### src/rtl/assert_macros.svh
// Assertion macros shared by the RTL modules of the LRU page replacement block.
// Each macro samples on clk_i and is disabled while rst_ni is low.
`ifndef ASSERT_MACROS_SVH
`define ASSERT_MACROS_SVH

// The property must hold at every sampled clock edge out of reset.
`define ASSERT_ALWAYS(lbl, prop, msg) \
  lbl: assert property (@(posedge clk_i) disable iff (!rst_ni) (prop)) else $error(msg);

// The consequent must hold whenever the antecedent holds.
`define ASSERT_IMPLIES(lbl, ante, cons, msg) \
  lbl: assert property (@(posedge clk_i) disable iff (!rst_ni) (ante) |-> (cons)) \
    else $error(msg);

// The consequent must hold in the cycle after the antecedent.
`define ASSERT_NEXT(lbl, ante, cons, msg) \
  lbl: assert property (@(posedge clk_i) disable iff (!rst_ni) (ante) |=> (cons)) \
    else $error(msg);

`endif

### src/rtl/lrupr_pkg.sv
// Package for the LRU page replacement block: sizes, state encoding and result type.
// Used by lrupr_ctrl and lru_page_replacement; no dependencies.
package lrupr_pkg;

  localparam int MAX_FRAMES = 8;
  localparam int PAGE_BITS  = 8;

  localparam int IDX_W   = (MAX_FRAMES > 1) ? $clog2(MAX_FRAMES) : 1;
  localparam int CNT_W   = $clog2(MAX_FRAMES + 1);
  localparam int PAGE_W  = 8;
  localparam int FAULT_W = 16;
  localparam int CFG_W   = 4;
  localparam int RES_W   = 4;

  localparam logic [CFG_W-1:0]   FRAME_COUNT_RST = CFG_W'(3);
  localparam logic [FAULT_W-1:0] FAULT_MAX       = '1;

  typedef enum logic [2:0] {
    ST_IDLE,
    ST_SCAN,
    ST_EVICT,
    ST_FINISH
  } state_e;

  typedef struct packed {
    logic               fault;
    logic [FAULT_W-1:0] fault_count;
    logic               evicted_valid;
    logic [PAGE_W-1:0]  evicted_page;
    logic [RES_W-1:0]   resident_count;
  } result_t;

endpackage

### src/rtl/lrupr_ram.sv
// Generic single-clock RAM with one write port and one registered read port.
// No dependencies.
module lrupr_ram #(
  parameter int WIDTH = 8,
  parameter int DEPTH = 8
) (
  input  logic                                     clk_i,
  input  logic                                     wr_en_i,
  input  logic [((DEPTH > 1) ? $clog2(DEPTH) : 1)-1:0] wr_addr_i,
  input  logic [WIDTH-1:0]                         wr_data_i,
  input  logic                                     rd_en_i,
  input  logic [((DEPTH > 1) ? $clog2(DEPTH) : 1)-1:0] rd_addr_i,
  output logic [WIDTH-1:0]                         rd_data_o
);

  logic [WIDTH-1:0] mem_q [DEPTH];
  logic [WIDTH-1:0] rd_data_q;

  always_ff @(posedge clk_i) begin
    if (wr_en_i) begin
      mem_q[wr_addr_i] <= wr_data_i;
    end
    if (rd_en_i) begin
      rd_data_q <= mem_q[rd_addr_i];
    end
  end

  assign rd_data_o = rd_data_q;

endmodule

### src/rtl/lrupr_ctrl.sv
// Sequencer for the LRU page replacement block: scans the recency list in RAM,
// shifts entries down and writes the referenced page back. Depends on lrupr_pkg.
`include "assert_macros.svh"

module lrupr_ctrl (
  input  logic                            clk_i,
  input  logic                            rst_ni,
  input  logic                            in_valid_i,
  output logic                            in_ready_o,
  input  logic [lrupr_pkg::PAGE_W-1:0]    page_i,
  input  logic                            clear_first_i,
  input  logic [lrupr_pkg::CNT_W-1:0]     limit_i,
  input  logic                            out_free_i,
  output logic                            res_valid_o,
  output lrupr_pkg::result_t              res_o,
  output logic                            ram_rd_en_o,
  output logic [lrupr_pkg::IDX_W-1:0]     ram_rd_addr_o,
  input  logic [lrupr_pkg::PAGE_BITS-1:0] ram_rd_data_i,
  output logic                            ram_wr_en_o,
  output logic [lrupr_pkg::IDX_W-1:0]     ram_wr_addr_o,
  output logic [lrupr_pkg::PAGE_BITS-1:0] ram_wr_data_o
);
  import lrupr_pkg::*;

  state_e               state_q, state_d;
  logic [PAGE_BITS-1:0] pg_q, pg_d;
  logic [CNT_W-1:0]     occ_q, occ_d;
  logic [FAULT_W-1:0]   faults_q, faults_d;
  logic [CNT_W-1:0]     rd_idx_q, rd_idx_d;
  logic                 pend_q, pend_d;
  logic [IDX_W-1:0]     pend_idx_q, pend_idx_d;
  logic                 found_q, found_d;
  logic                 ev_q, ev_d;
  logic [PAGE_BITS-1:0] ev_page_q, ev_page_d;

  logic accept;
  logic issue;
  logic pass_done;

  assign accept    = in_valid_i && in_ready_o;
  assign issue     = ((state_q == ST_SCAN) || (state_q == ST_EVICT)) && (rd_idx_q < occ_q);
  assign pass_done = !issue && !pend_q;

  always_comb begin
    state_d = state_q;
    case (state_q)
      ST_IDLE: begin
        if (in_valid_i) begin
          state_d = ST_SCAN;
        end
      end
      ST_SCAN: begin
        if (pass_done) begin
          if (found_q || (occ_q < limit_i)) begin
            state_d = ST_FINISH;
          end else begin
            state_d = ST_EVICT;
          end
        end
      end
      ST_EVICT: begin
        if (pass_done) begin
          state_d = ST_FINISH;
        end
      end
      ST_FINISH: begin
        if (out_free_i) begin
          state_d = ST_IDLE;
        end
      end
      default: state_d = ST_IDLE;
    endcase
  end

  always_comb begin
    in_ready_o    = (state_q == ST_IDLE);
    pg_d          = pg_q;
    occ_d         = occ_q;
    faults_d      = faults_q;
    rd_idx_d      = rd_idx_q;
    pend_d        = 1'b0;
    pend_idx_d    = pend_idx_q;
    found_d       = found_q;
    ev_d          = ev_q;
    ev_page_d     = ev_page_q;
    ram_rd_en_o   = issue;
    ram_rd_addr_o = rd_idx_q[IDX_W-1:0];
    ram_wr_en_o   = 1'b0;
    ram_wr_addr_o = pend_idx_q - IDX_W'(1);
    ram_wr_data_o = ram_rd_data_i;
    res_valid_o   = 1'b0;

    if (issue) begin
      rd_idx_d   = rd_idx_q + CNT_W'(1);
      pend_d     = 1'b1;
      pend_idx_d = rd_idx_q[IDX_W-1:0];
    end

    case (state_q)
      ST_IDLE: begin
        if (accept) begin
          pg_d      = page_i[PAGE_BITS-1:0];
          rd_idx_d  = '0;
          found_d   = 1'b0;
          ev_d      = 1'b0;
          ev_page_d = '0;
          if (clear_first_i) begin
            occ_d    = '0;
            faults_d = '0;
          end
        end
      end
      ST_SCAN: begin
        if (pend_q) begin
          if (!found_q && (ram_rd_data_i == pg_q)) begin
            found_d = 1'b1;
          end else if (found_q) begin
            ram_wr_en_o = 1'b1;
          end
        end
        if (pass_done) begin
          rd_idx_d = '0;
        end
      end
      ST_EVICT: begin
        if (pend_q) begin
          if (pend_idx_q == '0) begin
            ev_d      = 1'b1;
            ev_page_d = ram_rd_data_i;
          end else begin
            ram_wr_en_o = 1'b1;
          end
        end
      end
      ST_FINISH: begin
        if (out_free_i) begin
          ram_wr_en_o   = 1'b1;
          ram_wr_data_o = pg_q;
          res_valid_o   = 1'b1;
          if (found_q || ev_q) begin
            ram_wr_addr_o = occ_q[IDX_W-1:0] - IDX_W'(1);
          end else begin
            ram_wr_addr_o = occ_q[IDX_W-1:0];
            occ_d         = occ_q + CNT_W'(1);
          end
          if (!found_q && (faults_q != FAULT_MAX)) begin
            faults_d = faults_q + FAULT_W'(1);
          end
        end
      end
      default: ;
    endcase

    res_o.fault          = !found_q;
    res_o.fault_count    = faults_d;
    res_o.evicted_valid  = ev_q;
    res_o.evicted_page   = PAGE_W'(ev_page_q);
    res_o.resident_count = RES_W'(occ_d);
  end

  always_ff @(posedge clk_i or negedge rst_ni) begin
    if (!rst_ni) begin
      state_q    <= ST_IDLE;
      occ_q      <= '0;
      faults_q   <= '0;
      rd_idx_q   <= '0;
      pend_q     <= 1'b0;
      pend_idx_q <= '0;
      found_q    <= 1'b0;
      ev_q       <= 1'b0;
    end else begin
      state_q    <= state_d;
      occ_q      <= occ_d;
      faults_q   <= faults_d;
      rd_idx_q   <= rd_idx_d;
      pend_q     <= pend_d;
      pend_idx_q <= pend_idx_d;
      found_q    <= found_d;
      ev_q       <= ev_d;
    end
  end

  always_ff @(posedge clk_i) begin
    pg_q      <= pg_d;
    ev_page_q <= ev_page_d;
  end

  `ASSERT_ALWAYS(a_occ_bound, occ_q <= CNT_W'(MAX_FRAMES), "occupancy exceeds frame depth")
  `ASSERT_IMPLIES(a_shift_below_read, ram_wr_en_o && (state_q != ST_FINISH), ram_wr_addr_o < pend_idx_q, "shift write not below entry just read")
  `ASSERT_NEXT(a_result_ends_item, res_valid_o, (state_q == ST_IDLE) && (occ_q >= $past(occ_q)), "result not followed by idle")

endmodule

### src/rtl/lru_page_replacement.sv
// Top level of the LRU page replacement block: frame count register, output
// register and the sequencer with its recency list RAM. Depends on lrupr_pkg.
//
//   channel  direction  handshake               payload
//   cfg      in         cfg_valid_i/cfg_ready_o cfg_data_i (frame count)
//   in       in         in_valid_i/in_ready_o   page_i, clear_first_i
//   out      out        out_valid_o/out_ready_i fault_o .. resident_count_o
//
// From acceptance to a valid result, a hit or a miss with a free frame takes one pass
// over the recency list RAM and a miss on full frames takes two, as the RAM is read
// once per entry per pass.
// The next item is accepted in the cycle after the result at the earliest.
// Reset empties the frames, zeroes the fault count and loads a frame count of three.
// A finished item waits in the output register; the next item is taken meanwhile and
// stalls only at its final write if the previous result has not been taken.
`include "assert_macros.svh"

module lru_page_replacement (
  input  logic                          clk_i,
  input  logic                          rst_ni,
  input  logic                          cfg_valid_i,
  output logic                          cfg_ready_o,
  input  logic [lrupr_pkg::CFG_W-1:0]   cfg_data_i,
  input  logic                          in_valid_i,
  output logic                          in_ready_o,
  input  logic [lrupr_pkg::PAGE_W-1:0]  page_i,
  input  logic                          clear_first_i,
  output logic                          out_valid_o,
  input  logic                          out_ready_i,
  output logic                          fault_o,
  output logic [lrupr_pkg::FAULT_W-1:0] fault_count_o,
  output logic                          evicted_valid_o,
  output logic [lrupr_pkg::PAGE_W-1:0]  evicted_page_o,
  output logic [lrupr_pkg::RES_W-1:0]   resident_count_o
);
  import lrupr_pkg::*;

  logic [CFG_W-1:0]     frame_count_q, frame_count_d;
  logic [CNT_W-1:0]     limit;
  logic                 out_valid_q, out_valid_d;
  result_t              out_q, out_d;
  logic                 out_free;
  logic                 res_valid;
  result_t              res;
  logic                 ram_rd_en;
  logic [IDX_W-1:0]     ram_rd_addr;
  logic [PAGE_BITS-1:0] ram_rd_data;
  logic                 ram_wr_en;
  logic [IDX_W-1:0]     ram_wr_addr;
  logic [PAGE_BITS-1:0] ram_wr_data;

  assign cfg_ready_o = 1'b1;

  always_comb begin
    frame_count_d = frame_count_q;
    if (cfg_valid_i && cfg_ready_o) begin
      frame_count_d = cfg_data_i;
    end
    if (frame_count_q == '0) begin
      limit = CNT_W'(1);
    end else if (int'(frame_count_q) > MAX_FRAMES) begin
      limit = CNT_W'(MAX_FRAMES);
    end else begin
      limit = CNT_W'(frame_count_q);
    end
  end

  assign out_free = !out_valid_q || out_ready_i;

  always_comb begin
    out_valid_d = out_valid_q;
    out_d       = out_q;
    if (res_valid) begin
      out_valid_d = 1'b1;
      out_d       = res;
    end else if (out_ready_i) begin
      out_valid_d = 1'b0;
    end
  end

  always_ff @(posedge clk_i or negedge rst_ni) begin
    if (!rst_ni) begin
      frame_count_q <= FRAME_COUNT_RST;
      out_valid_q   <= 1'b0;
    end else begin
      frame_count_q <= frame_count_d;
      out_valid_q   <= out_valid_d;
    end
  end

  always_ff @(posedge clk_i) begin
    out_q <= out_d;
  end

  lrupr_ctrl u_ctrl (
    .clk_i         (clk_i),
    .rst_ni        (rst_ni),
    .in_valid_i    (in_valid_i),
    .in_ready_o    (in_ready_o),
    .page_i        (page_i),
    .clear_first_i (clear_first_i),
    .limit_i       (limit),
    .out_free_i    (out_free),
    .res_valid_o   (res_valid),
    .res_o         (res),
    .ram_rd_en_o   (ram_rd_en),
    .ram_rd_addr_o (ram_rd_addr),
    .ram_rd_data_i (ram_rd_data),
    .ram_wr_en_o   (ram_wr_en),
    .ram_wr_addr_o (ram_wr_addr),
    .ram_wr_data_o (ram_wr_data)
  );

  lrupr_ram #(
    .WIDTH (PAGE_BITS),
    .DEPTH (MAX_FRAMES)
  ) u_recency_ram (
    .clk_i     (clk_i),
    .wr_en_i   (ram_wr_en),
    .wr_addr_i (ram_wr_addr),
    .wr_data_i (ram_wr_data),
    .rd_en_i   (ram_rd_en),
    .rd_addr_i (ram_rd_addr),
    .rd_data_o (ram_rd_data)
  );

  assign out_valid_o      = out_valid_q;
  assign fault_o          = out_q.fault;
  assign fault_count_o    = out_q.fault_count;
  assign evicted_valid_o  = out_q.evicted_valid;
  assign evicted_page_o   = out_q.evicted_page;
  assign resident_count_o = out_q.resident_count;

  `ASSERT_IMPLIES(a_no_result_overwrite, out_valid_q && !out_ready_i, !res_valid, "result overwrites pending item")
  `ASSERT_IMPLIES(a_hit_no_evict, out_valid_o && !fault_o, !evicted_valid_o, "hit reports an eviction")
  `ASSERT_IMPLIES(a_evict_page_zero, out_valid_o && !evicted_valid_o, evicted_page_o == '0, "evicted page nonzero without eviction")

endmodule
### config.mk
export PLATFORM = sky130hd
export DESIGN_NAME = lru_page_replacement
export DESIGN_NICKNAME = d
export VERILOG_FILES = /design/src/rtl/lrupr_pkg.sv /design/src/rtl/lrupr_ram.sv /design/src/rtl/lrupr_ctrl.sv /design/src/rtl/lru_page_replacement.sv
export VERILOG_INCLUDE_DIRS = /design/src /design/src/rtl
export SDC_FILE = /design/constraint.sdc
export NUM_CORES = 1
export LEC_CHECK = 0
export ABC_CLOCK_PERIOD_IN_PS = 2350
export BUFFER_PORTS_ARGS = -buffer_cell sky130_fd_sc_hd__buf_2
export CORE_UTILIZATION = 50
export DETAILED_ROUTE_END_ITERATION = 8
export GPL_ROUTABILITY_DRIVEN = 0
export GPL_TIMING_DRIVEN = 0
export PLACE_DENSITY = 0.76
export SYNTH_ARGS = -nofsm -noshare
export SYNTH_HDL_FRONTEND = slang
export SYNTH_SLANG_ARGS = --single-unit
### constraint.sdc
create_clock -name clk_i -period 2.35 [get_ports clk_i]
set_input_delay 0.47 -clock clk_i [delete_from_list [all_inputs] [get_ports clk_i]]
set_output_delay 0.47 -clock clk_i [all_outputs]
set_load 0.005 [all_outputs]
Yosys cells after proc, flatten, opt, wreduce, memory -nomap -nowiden
Memories as Yosys holds them, arrays and structs flattened. A register that Yosys moved wholly into a read port is not among the register bits.
Index checks and enable logic that the tools add are counted.
- memories: 1
- word-level logic and storage cells: 114
- RAM bits: 64
- flip-flop bits (word level): 84
- input port bits: 18
- reductions and logical operators: 23
- order comparisons: 3
- equal/unequal tests: 14
- multiplexer cells: 51
- $add $sub $neg: 5
- memory list (memory ; words ; bits a word ; read ports ; clocked after memory_dff ; wr ports ; RTL line ; text):
    u_recency_ram.mem_q ; 8 ; 8 ; 1 ; 1 ; 1 ; lrupr_ram.sv:16 ; logic [WIDTH-1:0] mem_q [DEPTH];
- operators with widths (cell ; number):
    16-bit 2-to-1 mux ; 4
    8-bit 2-to-1 mux ; 5
    4-bit 2-to-1 mux ; 9
    16-bit one-hot mux with 2 select lines ; 1
    3-bit 2-to-1 mux ; 7
    1-bit 2-to-1 mux ; 18
    16-bit by 1-bit adder with 16-bit output, second input constant ; 1
    16-bit inequality test, second input constant ; 1
    4-bit one-hot mux with 2 select lines ; 2
    8-bit one-hot mux with 2 select lines ; 1
    3-bit one-hot mux with 4 select lines ; 1
    4-bit AND reduction ; 3
    2-bit inequality test, second input constant ; 5
    4-bit by 1-bit adder with 4-bit output, second input constant ; 2
    8-bit == test ; 1
    4-bit less-than comparator ; 2
    2-bit by 1-bit inequality test with 1-bit output, second input constant ; 4
    3-bit by 2-bit == test with 1-bit output, second input constant ; 2
    3-bit zero test ; 2
    2-bit nonzero test ; 3
    3-bit by 1-bit subtractor with 3-bit output, second input constant ; 2
    1-bit logical AND ; 5
    4-bit greater-than comparator, second input constant ; 1
    1-bit zero test ; 4
    6 further kinds ; 10

Longest topological paths before layout
- depth after elaboration: 8
- mapped depth: 9
- gate-level depth less buffers: 8

Cells and area by module
From an unflattened synthesis, not the netlist that was laid out.
- cell total of the unflattened synthesis: 462
- area total of the unflattened synthesis: 6861.6 µm²
- modules (own cells, without submodules) (module ; cells each ; times used ; seq. area each (µm²) ; area an instance (µm²)):
    lrupr_ctrl ; 300 ; 1 ; 1281.2 ; 2962.8
    lrupr_ram ; 114 ; 1 ; 2162.1 ; 2771.4
    lru_page_replacement ; 48 ; 1 ; 1028.5 ; 1127.3

Least setup slack after synthesis
No wires, ideal clock.
- path kind: input-to-reg
- start: input out_ready_i
- end: memory u_recency_ram.mem_q[0][0] (enable)
- required time: 1.980 ns
- path slack: -0.134 ns
- library setup time: 0.370 ns
- buffers on the path: 2
- stages on the path: 8
- arrival time: 2.113 ns
- path through: nor2b_1 -> buf_2 -> nand2b_1 -> inv_1 -> buf_2 -> nor4_1 -> o21ai_0 -> nor2_1
- word-level cells in the longest chain between the ends: 5
- RTL lines (item ; RTL line ; text):
    from (decl) ; lru_page_replacement.sv:29 ; input logic out_ready_i,
    1-bit logical OR * ; lru_page_replacement.sv:68 ; assign out_free = !out_valid_q || out_ready_i;
    1-bit 2-to-1 mux ; lrupr_ctrl.sv:136 ; if (out_free_i) begin
    1-bit one-hot mux with 3 select lines ; lrupr_ctrl.sv:99 ; case (state_q)
    1-bit 2-to-1 mux ; lrupr_ram.sv:20 ; if (wr_en_i) begin
    1-bit 2-to-1 mux (implied by the code) ; lrupr_ram.sv:21 ; mem_q[wr_addr_i] <= wr_data_i;
    to (decl) ; lrupr_ram.sv:16 ;
Mark *: on every way between the ends. The rest lies on a longest branch, timed or not.

Worst setup path after layout
- start: register u_ctrl.state_q[0]
- end: memory u_recency_ram.mem_q[1][4] (enable)
- word-level cells in the longest chain between the ends: 4
- RTL lines (item ; RTL line ; text):
    from (decl) ; lrupr_ctrl.sv:25 ; state_e state_q, state_d;
    from (signal assigned) ; lrupr_ctrl.sv:172 ; state_q <= state_d;
    3-bit by 2-bit == test with 1-bit output / 3-bit by 1-bit == test with 1-bit output (equally long branches) ; lrupr_ctrl.sv:99 ;
    1-bit one-hot mux with 3 select lines ; lrupr_ctrl.sv:99 ;
    1-bit 2-to-1 mux ; lrupr_ram.sv:20 ;
    1-bit 2-to-1 mux (implied by the code) ; lrupr_ram.sv:21 ;
Parallel ways exist; a longest one is shown, timed or not.

==> key figures <==
Run status
  • Status: finished, final reports clean

Floorplanning
  • # rows: 41
  • Initial core utilization: 0.522
  • Core area: 12,800 um^2
  • Die Wd: 118 um
  • # IOs: 51
  • Die area: 13,900 um^2
  • Die height: 118 um

Layout
  • Share of layout cells above drive strength 1: 0.287
  • # fillers: 925
  • Layout Utilization: 0.623
  • Nets: 572
  • Ant. Diodes: 0
  • Area added between synthesis and finish: 19.3%

Worst hold path
  • Hold Path Class: input port to async pin

Synthesis
  • Post-Syn Instances: 464
  • Yosys cell types: 59
  • FFs w/ async S/R, synth: 0.239
  • Post-synth EDFFs: 118
  • #FFs+latches synth: 155
  • Sequential area share after synthesis: 0.668
  • Yosys warns: 0
  • Syn Area/Cell: 14.4 um^2
  • Synthesized cell area: 6690 um^2
  • Syn_nets: 498
  • Synth Flop Type: edfxtp_1

Setup path
  • CP Data Arrival Time: 2.37 ns
  • Endpoint type of the worst setup path: register
  • Critical Path Max Stage Delay: 0.38 ns
  • Critical path class: register to register
  • Worst Path Required: 2.44 ns
  • CP Max Fanout: 9
  • CP max-delay cell: dfrtp_1
  • CP Buf/Inv Count: 1
  • CP startpoint kind: register
  • CP top delay family: simple AND/OR/NAND/NOR gates
  • Worst-path cell chain: inv_1 > ha_4 > o211ai_1 > nor3_2 > mux2i_1 > or2_4 > nor2_4

Global routing
  • Met3 Use GR: 0.0489
  • Initial antenna violation count: 0
  • Met2 GRT Util: 0.328
  • Largest net degree at the start of global routing: 40
  • First-pass GRT wire length: 21.5 mm
  • Grt peak-use layer: met2
  • Vias in the first global route: 4,092
  • Overall routing resource usage: 0.204
  • Global route overflow: 0
  • M1 GR Usage: 0.269

Power and ir drop
  • Max IR drop VDD: 0.673 mV
  • Total power: 9.88 mW
  • Power Density: 1240 nW/um^2
  • P_leak: 2.91 nW

STA
  • Final setup fails: 0
  • Setup WS post-layout: 0.0727 ns
  • Clock period minus worst slack: 2.28 ns
  • Final worst-path cycle share: 0.969
  • Slew Limit Fails: 0
  • Worst Tran Pin Value: 0.854 ns
  • Slew margin rel.: 0.431
  • Worst Skew: 0.00644 ns
  • FMAX: 0.439 GHz
  • Final Hold Fails: 0
  • Setup_tns: 0 ns

CTS
  • Hold Buf Count CTS: 0
  • TritonCTS Buffers: 17
  • CTS clk-pin slew, worst paths: 0.06 ns
  • H-tree levels: 4
  • Clk Latency, worst-skew pair: 0.42 ns
  • CTS sink count: 155
  • TritonCTS clock tree: done
  • Max Buffers Root-to-Sink: 2
  • Clk root buf: clkbuf_16

Route
  • Drt pass-1 iters: 5
  • Routed WL: 13.4 mm
  • Via/cell ratio: 5.77
  • Antenna-violating nets left: 0
  • DR iter-0 viols: 390
  • Wire per inst: 18.5 um
  • DR DRC count: 0
  • Vias: 4,164

Place
  • Port bufs: 49
  • Setup WS pre-CTS: -0.584 ns
  • Detailed placer's ending HPWL: 8.88 mm

Flow run
  • Max Cap Violations: 0
==> state kept, by name (all words and copies together), names as in the netlist, 4 cells and up <==
signal / count
u_ctrl.faults_q: 16
u_ctrl.rd_idx_q: 4
u_ctrl.pg_q: 8
fault_count_o: 16
u_ctrl.ev_page_q: 8
u_ctrl.occ_q: 4
resident_count_o: 4
frame_count_q: 4
u_recency_ram.mem_q: 64
u_recency_ram.rd_data_o: 8
evicted_page_o: 8
==> synthesized netlist by cell type, types with 4 or more instances <==
master	n	area (um^2)
edfxtp_1	118	3540
nand2_1	45	169
dfrtp_1	35	876
inv_1	22	82.6
nor2_1	22	82.6
a21oi_1	19	95.1
ha_1	16	200
mux4_2	16	360
o21ai_0	16	80.1
mux2_2	14	158
and2_1	10	62.6
clkbuf_1	9	33.8
nand3_1	9	45.0
nor3_1	7	35.0
o211ai_1	7	52.6
xor2_1	7	61.3
nand2b_1	6	37.5
a21o_1	5	37.5
mux2i_1	5	50.1
o2111ai_1	5	43.8
o22ai_1	5	31.3
buf_2	4	20.0
nand4_1	4	25.0
or2_2	4	25.0
or4_1	4	30.0
xnor2_1	4	35.0
==> worst paths after layout <==
check / startpoint / end / slack (ns) / cells past startpoint
max in group asynchronous: rst_ni / u_ctrl.occ_q[0] / 1.60 / 1
min in group clk_i: page_i[3] / u_ctrl.pg_q[3] / 0.22 / 1
worst max-delay path: u_ctrl.state_q[0] / u_recency_ram.mem_q[1][4] / 0.07 / 7
worst min register to register: u_ctrl.ev_page_q[6] / evicted_page_o[6] / 0.42 / 0
worst max register to register: u_ctrl.state_q[0] / u_recency_ram.mem_q[1][4] / 0.07 / 7
worst min-delay path: rst_ni / u_ctrl.faults_q[10] / 0.16 / 1
==> stage by stage <==
stage	hold WS (ns)	cells	cell area (um^2)
2_1_floorplan	0.174	464	6710
3_3_place_gp	0.402	685	7170
3_5_place_dp	0.406	685	7170
4_1_cts	0.175	721	7910
5_1_grt	0.207	722	7980
6_report	0.161	722	7980
==> repair_timing <==
item	CTS	global route
setup endpoints to repair	86	77
cloned	0	0
buffers inserted	6	2
pin swaps	7	5
resized for setup	22	16
==> cell families (layout without fill, tap and decap cells) <==
group,count (synthesis),after routing,synth area share
flip-flops,155,155,0.668
AND/OR/NAND/NOR,127,127,0.0948
AO/OA/AOI/OAI,79,79,0.0826
buffers and inverters,40,126,0.0249
multiplexers,35,35,0.0849
adder cells (fa/ha/maj),16,16,0.0299
XOR/XNOR,11,11,0.0144
other,1,1,0.000560
==> per-layer routing <==
layer | vias up | share of wire
li1 | 1909 | -
met2 | 140 | 0.51
met4 | 0 | 0.016
met3 | 20 | 0.050
met1 | 2095 | 0.43
met5 | - | 0
==> where the power goes <==
| part | internal (mW) | leakage, nW | switching (mW) | total [mW] |
|---|---|---|---|---|
| Sequential | 3.92 | 1.57 | 0.255 | 4.18 |
| Clock | 1.56 | 0.265 | 1.08 | 2.64 |
| Combinational | 1.12 | 1.08 | 1.94 | 3.06 |
| Total | 6.60 | 2.91 | 3.28 | 9.88 |
==> cells in the final DEF, fill, tap and decap left out, drive strengths merged, types with 4 or more instances in the layout <==
cell and instances:
a21o 5, a21oi 19, and2 10, buf 62, clkbuf 28, clkinv 4
clkinvlp 4, dfrtp 35, edfxtp 118, ha 16, inv 26, mux2 14
mux2i 5, mux4 16, nand2 45, nand2b 6, nand3 9, nand4 5
nor2 22, nor3 8, nor4 4, o2111ai 5, o211ai 7, o21ai 21
o22ai 5, or2 4, or4 4, xnor2 4, xor2 7
==> final cells by class <==
cell class                      count  area [um^2]  area share
Clock buffer                       18          429      0.0538
Buffer                             15         88.8      0.0111
Clock inverter                     13          141      0.0177
Multi-Input combinational cell    269         2180       0.273
Inverter                           23         87.6      0.0110
Tap cell                          172          215      0.0270
Timing Repair Buffer               57          368      0.0461
Sequential cell                   155         4470       0.560
Note: power is estimated with default switching activity, not from simulation.
